<file path="src/sstd_pkg.sv">
// Shared types and constants for the synchsafe tag stream deframer.
// No dependencies.
package sstd_pkg;

	localparam int OFFSET_BITS_DEF = 48;
	localparam int TAG_POS_W       = 48;
	localparam int LEN_W           = 28;
	localparam int NAME_W          = 32;
	localparam int BYTE_W          = 8;
	localparam int MAGIC_W         = 32;
	localparam int SAFE_W          = 7;
	localparam int FC_W            = 3;
	localparam int Q_DEPTH         = 2;

	// field counter milestones
	localparam logic [FC_W-1:0] FC_LEN_LAST  = FC_W'(3);
	localparam logic [FC_W-1:0] FC_NAME_END  = FC_W'(4);
	localparam logic [FC_W-1:0] FC_HDR_LAST  = FC_W'(7);

	typedef enum logic [1:0] {
		KIND_TAG_FOUND = 2'd0,
		KIND_ITEM_BYTE = 2'd1,
		KIND_MALFORMED = 2'd2,
		KIND_TAG_END   = 2'd3
	} kind_t;

	typedef enum logic [1:0] {
		PH_HUNT = 2'd0,
		PH_LEN  = 2'd1,
		PH_HDR  = 2'd2,
		PH_DATA = 2'd3
	} phase_t;

	typedef struct packed {
		kind_t                kind;
		logic [NAME_W-1:0]    item_name;
		logic [BYTE_W-1:0]    item_byte;
		logic [LEN_W-1:0]     byte_index;
		logic [TAG_POS_W-1:0] tag_position;
		logic [LEN_W-1:0]     tag_length;
		logic                 last_in_item;
		logic                 last_in_tag;
	} result_t;

	typedef struct packed {
		logic              valid;
		logic [BYTE_W-1:0] data;
	} in_item_t;

endpackage

</file>
<file path="src/synchsafe_tag_stream_deframer.sv">
// Synchsafe tag stream deframer, top level.
// Uses sstd_pkg, sstd_in_stage, sstd_core, sstd_out_queue.
//
// Input channel: one stream byte per transfer (in_valid, in_stall, data_byte).
// Output channel: at most one result per byte (out_valid, out_stall, fields).
// cfg_we with cfg_wdata loads the magic word; write only while idle.
// Throughput: one byte per cycle unless the result queue is full, limited by
// the single parser state update. A result passes through the input register
// and the result queue before it reaches the outputs; bytes that give no
// result simply advance the parser.
// The input register feeds the parser; a two-entry queue holds results, so
// input transfers continue while a result waits. When the queue is full and
// the input register is occupied, in_stall rises.
// Reset clears the parser to hunting, the stream offset and magic word to
// zero, and empties the input register and result queue. No clearing pass.
module synchsafe_tag_stream_deframer #(
	parameter int OFFSET_BITS = sstd_pkg::OFFSET_BITS_DEF
) (
	input  logic                           clk,
	input  logic                           arst_n,
	input  logic                           cfg_we,
	input  logic [sstd_pkg::MAGIC_W-1:0]   cfg_wdata,
	input  logic                           in_valid,
	output logic                           in_stall,
	input  logic [sstd_pkg::BYTE_W-1:0]    data_byte,
	output logic                           out_valid,
	input  logic                           out_stall,
	output logic [1:0]                     kind,
	output logic [sstd_pkg::NAME_W-1:0]    item_name,
	output logic [sstd_pkg::BYTE_W-1:0]    item_byte,
	output logic [sstd_pkg::LEN_W-1:0]     byte_index,
	output logic [sstd_pkg::TAG_POS_W-1:0] tag_position,
	output logic [sstd_pkg::LEN_W-1:0]     tag_length,
	output logic                           last_in_item,
	output logic                           last_in_tag
);
	import sstd_pkg::*;

	in_item_t item_s1;
	logic     take;
	logic     q_full;
	logic     res_valid;
	result_t  res;
	result_t  out_data;

	assign take = item_s1.valid && !q_full;

	sstd_in_stage u_in (
		.clk       (clk),
		.arst_n    (arst_n),
		.in_valid  (in_valid),
		.data_byte (data_byte),
		.in_stall  (in_stall),
		.take      (take),
		.item_s1   (item_s1)
	);

	sstd_core #(
		.OFFSET_BITS (OFFSET_BITS)
	) u_core (
		.clk       (clk),
		.arst_n    (arst_n),
		.cfg_we    (cfg_we),
		.cfg_wdata (cfg_wdata),
		.take      (take),
		.in_byte   (item_s1.data),
		.res_valid (res_valid),
		.res       (res)
	);

	sstd_out_queue u_q (
		.clk       (clk),
		.arst_n    (arst_n),
		.push      (res_valid),
		.push_data (res),
		.full      (q_full),
		.out_valid (out_valid),
		.out_stall (out_stall),
		.out_data  (out_data)
	);

	assign kind         = out_data.kind;
	assign item_name    = out_data.item_name;
	assign item_byte    = out_data.item_byte;
	assign byte_index   = out_data.byte_index;
	assign tag_position = out_data.tag_position;
	assign tag_length   = out_data.tag_length;
	assign last_in_item = out_data.last_in_item;
	assign last_in_tag  = out_data.last_in_tag;

endmodule

</file>
<file path="src/sstd_in_stage.sv">
// Input register stage of the deframer.
// Depends on sstd_pkg.
module sstd_in_stage (
	input  logic                      clk,
	input  logic                      arst_n,
	input  logic                      in_valid,
	input  logic [sstd_pkg::BYTE_W-1:0] data_byte,
	output logic                      in_stall,
	input  logic                      take,
	output sstd_pkg::in_item_t        item_s1
);
	import sstd_pkg::*;

	logic load;

	assign in_stall = item_s1.valid && !take;
	assign load     = in_valid && !in_stall;

	always_ff @(posedge clk or negedge arst_n) begin
		if (!arst_n) begin
			item_s1.valid <= 1'b0;
			item_s1.data  <= '0;
		end else if (load) begin
			item_s1.valid <= 1'b1;
			item_s1.data  <= data_byte;
		end else if (take) begin
			item_s1.valid <= 1'b0;
		end
	end

endmodule

</file>
<file path="src/sstd_core.sv">
// Parser state and per-byte result logic of the deframer.
// Depends on sstd_pkg.
module sstd_core #(
	parameter int OFFSET_BITS = sstd_pkg::OFFSET_BITS_DEF
) (
	input  logic                         clk,
	input  logic                         arst_n,
	input  logic                         cfg_we,
	input  logic [sstd_pkg::MAGIC_W-1:0] cfg_wdata,
	input  logic                         take,
	input  logic [sstd_pkg::BYTE_W-1:0]  in_byte,
	output logic                         res_valid,
	output sstd_pkg::result_t            res
);
	import sstd_pkg::*;

	phase_t                 phase_q, phase_nx;
	logic [MAGIC_W-1:0]     magic_q;
	logic [MAGIC_W-1:0]     mw_q, mw_nx;
	logic [FC_W-1:0]        fc_q, fc_nx;
	logic [LEN_W-1:0]       la_q, la_nx;
	logic [LEN_W-1:0]       tr_q, tr_nx;
	logic [LEN_W-1:0]       ir_q, ir_nx;
	logic [NAME_W-1:0]      name_q, name_nx;
	logic [LEN_W-1:0]       idx_q, idx_nx;
	logic [OFFSET_BITS-1:0] off_q;
	logic [OFFSET_BITS-1:0] start_q, start_nx;

	logic [MAGIC_W-1:0]     mw_sh;
	logic [LEN_W-1:0]       la_sh;
	logic [LEN_W-1:0]       tr_dec;
	logic [LEN_W-1:0]       ir_dec;
	logic [NAME_W-1:0]      name_hdr;
	logic [LEN_W-1:0]       ir_hdr;
	logic [SAFE_W-1:0]      b7;
	logic                   hunt_hit;
	logic                   last_item;
	logic                   tag_closes;
	logic [OFFSET_BITS+TAG_POS_W-1:0] start_ext;

	assign b7       = in_byte[SAFE_W-1:0];
	assign mw_sh    = {mw_q[MAGIC_W-BYTE_W-1:0], in_byte};
	assign la_sh    = {la_q[LEN_W-SAFE_W-1:0], b7};
	assign tr_dec   = tr_q - LEN_W'(1);
	assign ir_dec   = ir_q - LEN_W'(1);
	assign hunt_hit = (fc_q >= FC_LEN_LAST) && (mw_sh == magic_q);
	assign last_item  = (ir_q <= LEN_W'(1));
	assign tag_closes = (tr_q <= LEN_W'(1));
	assign start_ext = {{TAG_POS_W{1'b0}}, start_q};

	always_comb begin
		name_hdr = name_q;
		ir_hdr   = ir_q;
		if (fc_q < FC_NAME_END)
			name_hdr = {name_q[NAME_W-BYTE_W-1:0], in_byte};
		else if (fc_q == FC_NAME_END)
			ir_hdr = {{(LEN_W-SAFE_W){1'b0}}, b7};
		else
			ir_hdr = {ir_q[LEN_W-SAFE_W-1:0], b7};
	end

	// next state
	always_comb begin
		phase_nx = phase_q;
		mw_nx    = mw_q;
		fc_nx    = fc_q;
		la_nx    = la_q;
		tr_nx    = tr_q;
		ir_nx    = ir_q;
		name_nx  = name_q;
		idx_nx   = idx_q;
		start_nx = start_q;
		unique case (phase_q)
			PH_HUNT: begin
				mw_nx = mw_sh;
				if (fc_q < FC_NAME_END)
					fc_nx = fc_q + FC_W'(1);
				if (hunt_hit) begin
					start_nx = off_q - OFFSET_BITS'(3);
					phase_nx = PH_LEN;
					fc_nx    = '0;
					la_nx    = '0;
				end
			end
			PH_LEN: begin
				la_nx = la_sh;
				fc_nx = fc_q + FC_W'(1);
				if (fc_q == FC_LEN_LAST) begin
					tr_nx = la_sh;
					fc_nx = '0;
					mw_nx = '0;
					phase_nx = (la_sh == '0) ? PH_HUNT : PH_HDR;
				end
			end
			PH_HDR: begin
				tr_nx   = tr_dec;
				name_nx = name_hdr;
				ir_nx   = ir_hdr;
				if (fc_q != FC_HDR_LAST) begin
					fc_nx = fc_q + FC_W'(1);
					if (tr_dec == '0) begin
						phase_nx = PH_HUNT;
						mw_nx    = '0;
						fc_nx    = '0;
					end
				end else begin
					fc_nx = '0;
					if (ir_hdr > tr_dec) begin
						phase_nx = PH_HUNT;
						mw_nx    = '0;
					end else if (ir_hdr == '0) begin
						if (tr_dec == '0) begin
							phase_nx = PH_HUNT;
							mw_nx    = '0;
						end
					end else begin
						phase_nx = PH_DATA;
						idx_nx   = '0;
					end
				end
			end
			PH_DATA: begin
				tr_nx  = tr_dec;
				ir_nx  = ir_dec;
				idx_nx = idx_q + LEN_W'(1);
				if (tag_closes) begin
					phase_nx = PH_HUNT;
					mw_nx    = '0;
					fc_nx    = '0;
				end else if (last_item) begin
					phase_nx = PH_HDR;
					fc_nx    = '0;
				end
			end
			default: phase_nx = PH_HUNT;
		endcase
	end

	// result for the byte in flight
	always_comb begin
		res_valid        = 1'b0;
		res.kind         = KIND_TAG_FOUND;
		res.item_name    = '0;
		res.item_byte    = '0;
		res.byte_index   = '0;
		res.tag_position = start_ext[TAG_POS_W-1:0];
		res.tag_length   = la_q;
		res.last_in_item = 1'b0;
		res.last_in_tag  = 1'b0;
		unique case (phase_q)
			PH_HUNT: res_valid = 1'b0;
			PH_LEN: begin
				res.tag_length = la_sh;
				if (fc_q == FC_LEN_LAST) begin
					res_valid       = take;
					res.last_in_tag = (la_sh == '0);
				end
			end
			PH_HDR: begin
				res.item_name = name_hdr;
				if (fc_q != FC_HDR_LAST) begin
					if (tr_dec == '0) begin
						res_valid       = take;
						res.kind        = KIND_MALFORMED;
						res.last_in_tag = 1'b1;
					end
				end else if (ir_hdr > tr_dec) begin
					res_valid = take;
					res.kind  = KIND_MALFORMED;
				end else if (ir_hdr == '0 && tr_dec == '0) begin
					res_valid       = take;
					res.kind        = KIND_TAG_END;
					res.last_in_tag = 1'b1;
				end
			end
			PH_DATA: begin
				res_valid        = take;
				res.kind         = KIND_ITEM_BYTE;
				res.item_name    = name_q;
				res.item_byte    = in_byte;
				res.byte_index   = idx_q;
				res.last_in_item = last_item;
				res.last_in_tag  = tag_closes;
			end
			default: res_valid = 1'b0;
		endcase
	end

	always_ff @(posedge clk or negedge arst_n) begin
		if (!arst_n) begin
			magic_q <= '0;
		end else if (cfg_we) begin
			magic_q <= cfg_wdata;
		end
	end

	always_ff @(posedge clk or negedge arst_n) begin
		if (!arst_n) begin
			phase_q <= PH_HUNT;
			mw_q    <= '0;
			fc_q    <= '0;
			la_q    <= '0;
			tr_q    <= '0;
			ir_q    <= '0;
			name_q  <= '0;
			idx_q   <= '0;
			off_q   <= '0;
			start_q <= '0;
		end else if (take) begin
			phase_q <= phase_nx;
			mw_q    <= mw_nx;
			fc_q    <= fc_nx;
			la_q    <= la_nx;
			tr_q    <= tr_nx;
			ir_q    <= ir_nx;
			name_q  <= name_nx;
			idx_q   <= idx_nx;
			off_q   <= off_q + OFFSET_BITS'(1);
			start_q <= start_nx;
		end
	end

endmodule

</file>
<file path="src/sstd_out_queue.sv">
// Two-entry result queue between the parser and the output channel.
// Depends on sstd_pkg.
module sstd_out_queue (
	input  logic              clk,
	input  logic              arst_n,
	input  logic              push,
	input  sstd_pkg::result_t push_data,
	output logic              full,
	output logic              out_valid,
	input  logic              out_stall,
	output sstd_pkg::result_t out_data
);
	import sstd_pkg::*;

	localparam int PTR_W = $clog2(Q_DEPTH);
	localparam int CNT_W = $clog2(Q_DEPTH + 1);

	result_t          mem_q [Q_DEPTH];
	logic [PTR_W-1:0] wr_ptr_q;
	logic [PTR_W-1:0] rd_ptr_q;
	logic [CNT_W-1:0] cnt_q;
	logic             pop;

	assign full      = (cnt_q == CNT_W'(Q_DEPTH));
	assign out_valid = (cnt_q != '0);
	assign pop       = out_valid && !out_stall;
	assign out_data  = mem_q[rd_ptr_q];

	always_ff @(posedge clk) begin
		if (push)
			mem_q[wr_ptr_q] <= push_data;
	end

	always_ff @(posedge clk or negedge arst_n) begin
		if (!arst_n) begin
			wr_ptr_q <= '0;
			rd_ptr_q <= '0;
			cnt_q    <= '0;
		end else begin
			if (push)
				wr_ptr_q <= (wr_ptr_q == PTR_W'(Q_DEPTH - 1)) ? '0 : wr_ptr_q + PTR_W'(1);
			if (pop)
				rd_ptr_q <= (rd_ptr_q == PTR_W'(Q_DEPTH - 1)) ? '0 : rd_ptr_q + PTR_W'(1);
			if (push && !pop)
				cnt_q <= cnt_q + CNT_W'(1);
			else if (pop && !push)
				cnt_q <= cnt_q - CNT_W'(1);
		end
	end

endmodule

</file>
<file path="config.mk">
export PLATFORM = sky130hd
export DESIGN_NAME = synchsafe_tag_stream_deframer
export DESIGN_NICKNAME = d
export VERILOG_FILES = /design/src/sstd_pkg.sv /design/src/synchsafe_tag_stream_deframer.sv /design/src/sstd_in_stage.sv /design/src/sstd_core.sv /design/src/sstd_out_queue.sv
export SDC_FILE = /design/constraint.sdc
export NUM_CORES = 1
export LEC_CHECK = 0
export BUFFER_PORTS_ARGS = -buffer_cell sky130_fd_sc_hd__buf_2
export CORE_AREA = 4 4 252 254
export DETAILED_ROUTE_END_ITERATION = 8
export DIE_AREA = 0 0 256 258
export PLACE_DENSITY = 0.7
export SETUP_SLACK_MARGIN = 0.4
export SYNTH_ARGS = -nofsm -noshare
export SYNTH_HDL_FRONTEND = slang
export SYNTH_SLANG_ARGS = --single-unit
export TNS_END_PERCENT = 30
</file>
<file path="constraint.sdc">
create_clock -name clk -period 11.9 [get_ports clk]
set_input_delay 1.19 -clock clk [delete_from_list [all_inputs] [get_ports clk]]
set_output_delay 1.19 -clock clk [all_outputs]
set_load 0.005 [all_outputs]
</file>
# --- After elaboration in Yosys (flattened, before gate mapping) ---
# Memories as Yosys holds them, arrays and structs flattened.
# Index checks and enable logic that the tools add are counted.
word_totals:
  regBits: 322
  word_cells: 148
  mem_count: 1
  mem_bits_rw: 296
  output_inout_bits: 150
classes:
  eq_ne: 17
  magnitude_cmp: 5
  n_addsub: 10
  n_reduce_logical: 34
  muxes: 65
memory_table:
  columns: ["name", "depth", "word_bits", "read_ports", "rd_ports_with_merged_regs", "wr", "line_no", "rtl"]
  rows:
  - ["u_q.mem_q", 2, 148, 1, 0, 1, "sstd_out_queue.sv:18", "result_t mem_q [Q_DEPTH];"]
op_table:
  columns: ["cell", "n"]
  rows:
  - ["$mux W28", 8]
  - ["$mux W32", 7]
  - ["$pmux W28 S2", 4]
  - ["$pmux W32 S4", 1]
  - ["$logic_not A28 Y1", 3]
  - ["$pmux W34 S2", 1]
  - ["$le A28 B1 Y1 const B", 2]
  - ["$sub A28 B1 Y28 const B", 2]
  - ["$add A48 B1 Y48 const B", 1]
  - ["$sub A48 B2 Y48 const B", 1]
  - ["$mux W36", 1]
  - ["$eq A32 B32 Y1", 1]
  - ["$mux W2", 15]
  - ["$add A28 B1 Y28 const B", 1]
  - ["$gt A28 B28 Y1", 1]
  - ["$mux W3", 7]
  - ["$mux W1", 17]
  - ["$pmux W3 S4", 1]
  - ["$reduce_and A3 Y1", 4]
  - ["$reduce_bool A2 Y1", 6]
  - ["$logic_and A1 B1 Y1", 8]
  - ["$pmux W2 S4", 1]
  - ["$reduce_and A4 Y1", 2]
  - ["$eq A2 B2 Y1 const B", 3]
  - ["21 further kinds", 33]

# --- Logic depth before layout (Yosys ltp) ---
depth:
  ltp_word: 13
  ltp_mapped: 22
  mapped_depth_nobuf: 19

# --- Hierarchy ---
# A second synthesis with hierarchy kept.
unflattened:
  hier_cells: 2435
  hier_area_um2: 29270.6
by_module_without_submodules:
  columns: ["module", "n_inst", "cells_per_inst", "area_each_um2", "seq_area_each_um2"]
  rows:
  - ["sstd_core", 1, 1936, 17573.1, 7532.2]
  - ["sstd_out_queue", 1, 477, 11302.1, 8988.6]
  - ["sstd_in_stage", 1, 21, 381.6, 225.2]
  - ["synchsafe_tag_stream_deframer", 1, 1, 13.8, 0.0]

# --- Least setup slack after synthesis ---
# No wires, ideal clock.
synth_timing:
  kind: "flip-flop to flip-flop"
  start: "reg u_core.tr_q[0]"
  end: "mem u_q.mem_q[0][0] (netlist name) (enable)"
  setup_time_ns: 0.675
  path_slack_ns: 0.686
  path_buffers: 3
  path_stages_with_launch: 19
  arrival_time_ns: 10.539
  path_cell_list: "dfrtp_1 -> clkbuf_1 -> inv_1 -> ha_1 -> clkbuf_1 -> nor3b_2 -> and3_1 -> bufbuf_16 -> nand2_1 -> nor4_1 -> xnor2_1 -> ha_1 -> nand4_1 -> a2111oi_0 -> o31a_1 -> nor2_1 -> nor2_1 -> o31a_1 -> nor2b_1"
synth_between:
  elab_chain_cells: 9
  word_cells_on_any_way: 11
  cone_classes: "1 x add/sub; 1 x order compare; 7 x mux; 2 x reduce/logical"
synth_rtl:
  columns: ["element", "line_no", "rtl"]
  rows:
  - ["start: declaration", "sstd_core.sv:22", "logic [LEN_W-1:0] tr_q, tr_nx;"]
  - ["start signal: assignment", "sstd_core.sv:214", "tr_q <= tr_nx;"]
  - ["$sub A28 B1 Y28 (*)", "sstd_core.sv:44", "assign tr_dec = tr_q - LEN_W'(1);"]
  - ["branches (longest 4 deep; another with $gt A28 B28 Y1)", null, null]
  - ["$mux W1 (*)", "sstd_core.sv:161", "if (fc_q != FC_HDR_LAST) begin"]
  - ["$pmux W1 S4 (*)", "sstd_core.sv:150", "unique case (phase_q)"]
  - ["net res_valid", "synchsafe_tag_stream_deframer.sv:42", "logic res_valid;"]
  - ["$mux W1 (*)", "sstd_out_queue.sv:30", "if (push)"]
  - ["$mux W1 (not written as such) (*)", "sstd_out_queue.sv:31", "mem_q[wr_ptr_q] <= push_data;"]
  - ["end: declaration", "sstd_out_queue.sv:18", null]
# Mark *: on every way through the listed nets, which the timed path passes.

# --- Worst setup path after layout ---
layout_timing:
  start: "reg u_core.tr_q[0]"
  end: "mem u_q.mem_q[0][40] (netlist name) (enable)"
# The elaborated chain is that of the path after synthesis.

==> impl_metrics.toml <==
[die]
dieArea_um2 = 66050
die_h_um = 258
start_util = 0.4671
fp.dieW_um = 256
pin_count = 195
core_um2 = 61260
rows = 91

[placement]
numPortBuffers = 194
gp_congestion = 0.9138
dp_hpwl_mm = 46.04
post_dp_cell_area_um2 = 30170

[synth]
synth_edf_count = 296
yosysTopAreaCell = "edfxtp_1"
synth_fp_nets = 2512
ys_warn_count = 0
synthesis.area_um2 = 28610
ys_top_cells_by_area = "edfxtp_1, dfrtp_1, mux2_2"
yosysSeqAreaShare = 0.5852
synthCells = 2426
syn_avg_cell_area_um2 = 11.79
synth.top_cell.area_share = 0.3106
ys_ff_latch = 610
synth-async-reset-ratio = 0.5148
dominantRegCellSynth = "dfrtp_1"
ys_types = 78

[timing]
fin_crit_ps = 6502
slew_headroom = 0.1044
worst_slew_pin_slew_ps = 1331
setup_tns_ps = 0
hold_viol = 0
max_freq_mhz = 153.8
rsz0062_at_grt = "no"
setup_viol_count_final = 0
whs_ps = 468.2
period_share = 0.5464
fin_worst_skew_ps = 18.01
drv_slew = 0

[clock_network]
cts_root_buf = "clkbuf_16"
h-tree-depth = 2
cts_sinks = 610
path_clk_slew_ps = 70
cts_max_path_buffers = 3
cts_tree = "done"
post_cts_buffers = 0
clk_latency_ps = 620
cts.repair.resized = 0
numCtsBuffers = 58
holdBufCountCts = 0

[global_routing]
grt_usage = 0.2025
grt_pass1_wl_mm = 109.0
grt_pass1_vias = 19230
antenna_found_initial = 1
overflow = 0
grt_start_max_net_pins = 123

[route]
drt-total-wl_mm = 68.47
viasPerCell = 5.727
ant_nets = 0
firstDrtPassIters = 7
drt_iter0_markers = 1821
drc = 0
vias = 19370
routedWlPerCell_um = 20.24

[setup_path]
worstPathRequired_ps = 12140
cp_data_arrival_time_ps = 6740
start_kind = "register"
endpoint_kind = "register"
crit_type = "reg2reg"
critical_path.max_fanout = 122

[layout]
area_growth_pct = 12.19
drive_gt1_frac = 0.2235
design_area_um2 = 32100
fillCellCount = 5230
nets = 2628

[status]
outcome = "complete, no violations"

[min_path]
min_path_type = "reg2reg"

[power]
power.density_nw_per_um2 = 215.5
ir_worst_vdd_mv = 0.2120
cellLeakagePower_uw = 0.01209

[flow_run]
cap_violations = 0
## stage by stage
step | std cells | total power [uW] | setup slack [ps] | utilization
2_1_floorplan | 2426 | 4451 | 685.7 | -
3_5_place_dp | 3272 | 5051 | 5417 | 0.4924
4_1_cts | 3381 | 6919 | 5405 | 0.5240
5_1_grt | 3381 | 7346 | 4645 | 0.5240
3_3_place_gp | 3272 | 4999 | 5616 | 0.4924
6_report | 3383 | 6918 | 5398 | 0.5240
## state kept, by name, summed over array words and instances (netlist names)
name,cells
u_core.ir_q,28
u_core.tr_q,28
u_q.cnt_q,2
u_core.fc_q,3
u_core.mw_q,24
u_core.off_q,48
u_q.wr_ptr_q,1
u_q.mem_q,296
u_in.item_s1,9
u_core.phase_q,2
u_q.rd_ptr_q,1
u_core.start_q,48
u_core.magic_q,32
u_core.name_q,32
u_core.la_q,28
u_core.idx_q,28
## layout by cell type (no fill, tap or decap), types with 6 or more instances in the layout
| cell | netlist | final |
|---|---|---|
| o22ai_1 | 47 | 47 |
| mux2_2 | 231 | 231 |
| o31ai_1 | 8 | 8 |
| and3_1 | 60 | 59 |
| a21o_1 | 10 | 10 |
| nand3_1 | 69 | 69 |
| a21boi_0 | 32 | 32 |
| o21ai_0 | 115 | 115 |
| edfxtp_1 | 296 | 296 |
| ha_1 | 41 | 41 |
| xor2_1 | 73 | 73 |
| xnor2_1 | 91 | 91 |
| clkbuf_16 | 0 | 58 |
| mux2i_1 | 6 | 6 |
| clkinv_2 | 0 | 7 |
| buf_2 | 6 | 193 |
| clkbuf_8 | 0 | 13 |
| and2_1 | 14 | 13 |
| a21oi_1 | 70 | 70 |
| o211ai_1 | 6 | 6 |
| dfrtp_1 | 314 | 311 |
| or3_1 | 22 | 22 |
| inv_1 | 34 | 34 |
| a22o_1 | 54 | 54 |
| clkbuf_1 | 139 | 16 |
| or4_1 | 8 | 8 |
| nand2_1 | 315 | 314 |
| nor4_1 | 41 | 41 |
| buf_4 | 2 | 27 |
| and4_1 | 11 | 11 |
| nor3_1 | 42 | 41 |
| nand2b_1 | 7 | 7 |
| nand4_1 | 46 | 46 |
| nor2_1 | 101 | 97 |
| a31oi_1 | 7 | 7 |
## logic make-up after synthesis
kind of cell    count (synthesis)  synth area share
compound gates                396           0.09073
xor+xnor                      164           0.05020
fa+ha+maj                      41           0.01793
buf+inv                       200           0.02829
flops                         610            0.5852
mux                           237           0.09301
simple gates                  778            0.1346
## critical path, cell delays in order, from the launching register on
cell       delay (ps)
dfrtp_1           510
inv_1             170
ha_1              340
nor3b_2           500
and3_1            420
nand2_1           140
nor4_1            410
xnor2_1           170
ha_1              330
nand4_1           150
a2111oi_0         390
o31a_1            290
nor2_1             90
nor2_1            310
o31a_1            300
nor2b_4           870
buf_12            570
## power by group
group	switching, uW	leakage [uW]	internal, uW
Combinational	1670	0.00480	931
Clock	784	0.000940	1070
Sequential	165	0.00635	2290
## synthesized netlist by cell type, drive strengths merged (9+ instances only)
cell type	n
and4	13
dfrtp	314
or4	9
and2	14
nand2	315
xnor2	91
buf	25
clkbuf	139
ha	41
nor4	46
mux2	231
a21oi	70
edfxtp	296
and3	60
o31ai	9
a21boi	32
o21ai	117
o22ai	47
a22o	54
xor2	73
nand4	46
nand3	69
inv	34
a21o	10
or3	24
nor2	101
nor3	43
## layer usage
metal,global-route usage,part of all wire,up-vias
met5,0,0,-
met4,0.05424,0.024,0
met3,0.03070,0.052,92
met2,0.3319,0.48,519
met1,0.2848,0.45,9688
li1,-,-,9075
## layout make-up
cell class                 instances  area, um^2  area share
antenna                            2       5.005   0.0001559
clock inverter                    22       240.2    0.007484
inverter                          34       127.6    0.003976
multi-input combinational       1616       11090      0.3455
timing repair buffer             222        1204     0.03750
tap                              790       988.4     0.03079
clock buffer                      87        1690     0.05266
sequential                       610       16750      0.5219
## final timing paths
kind,startpoint,end,slack (ps),cells past startpoint
hold reg to reg,u_core.start_q[0],u_q.mem_q[1][30],470,0
min in group asynchronous,arst_n,u_core.magic_q[15],590,1
max in group asynchronous,arst_n,u_q.rd_ptr_q,9580,2
setup / recovery,u_core.tr_q[0],u_q.mem_q[0][40],5400,16
setup reg to reg,u_core.tr_q[0],u_q.mem_q[0][40],5400,16
hold / removal,u_core.start_q[0],u_q.mem_q[1][30],470,0
Note: power is estimated with default switching activity, not from simulation.
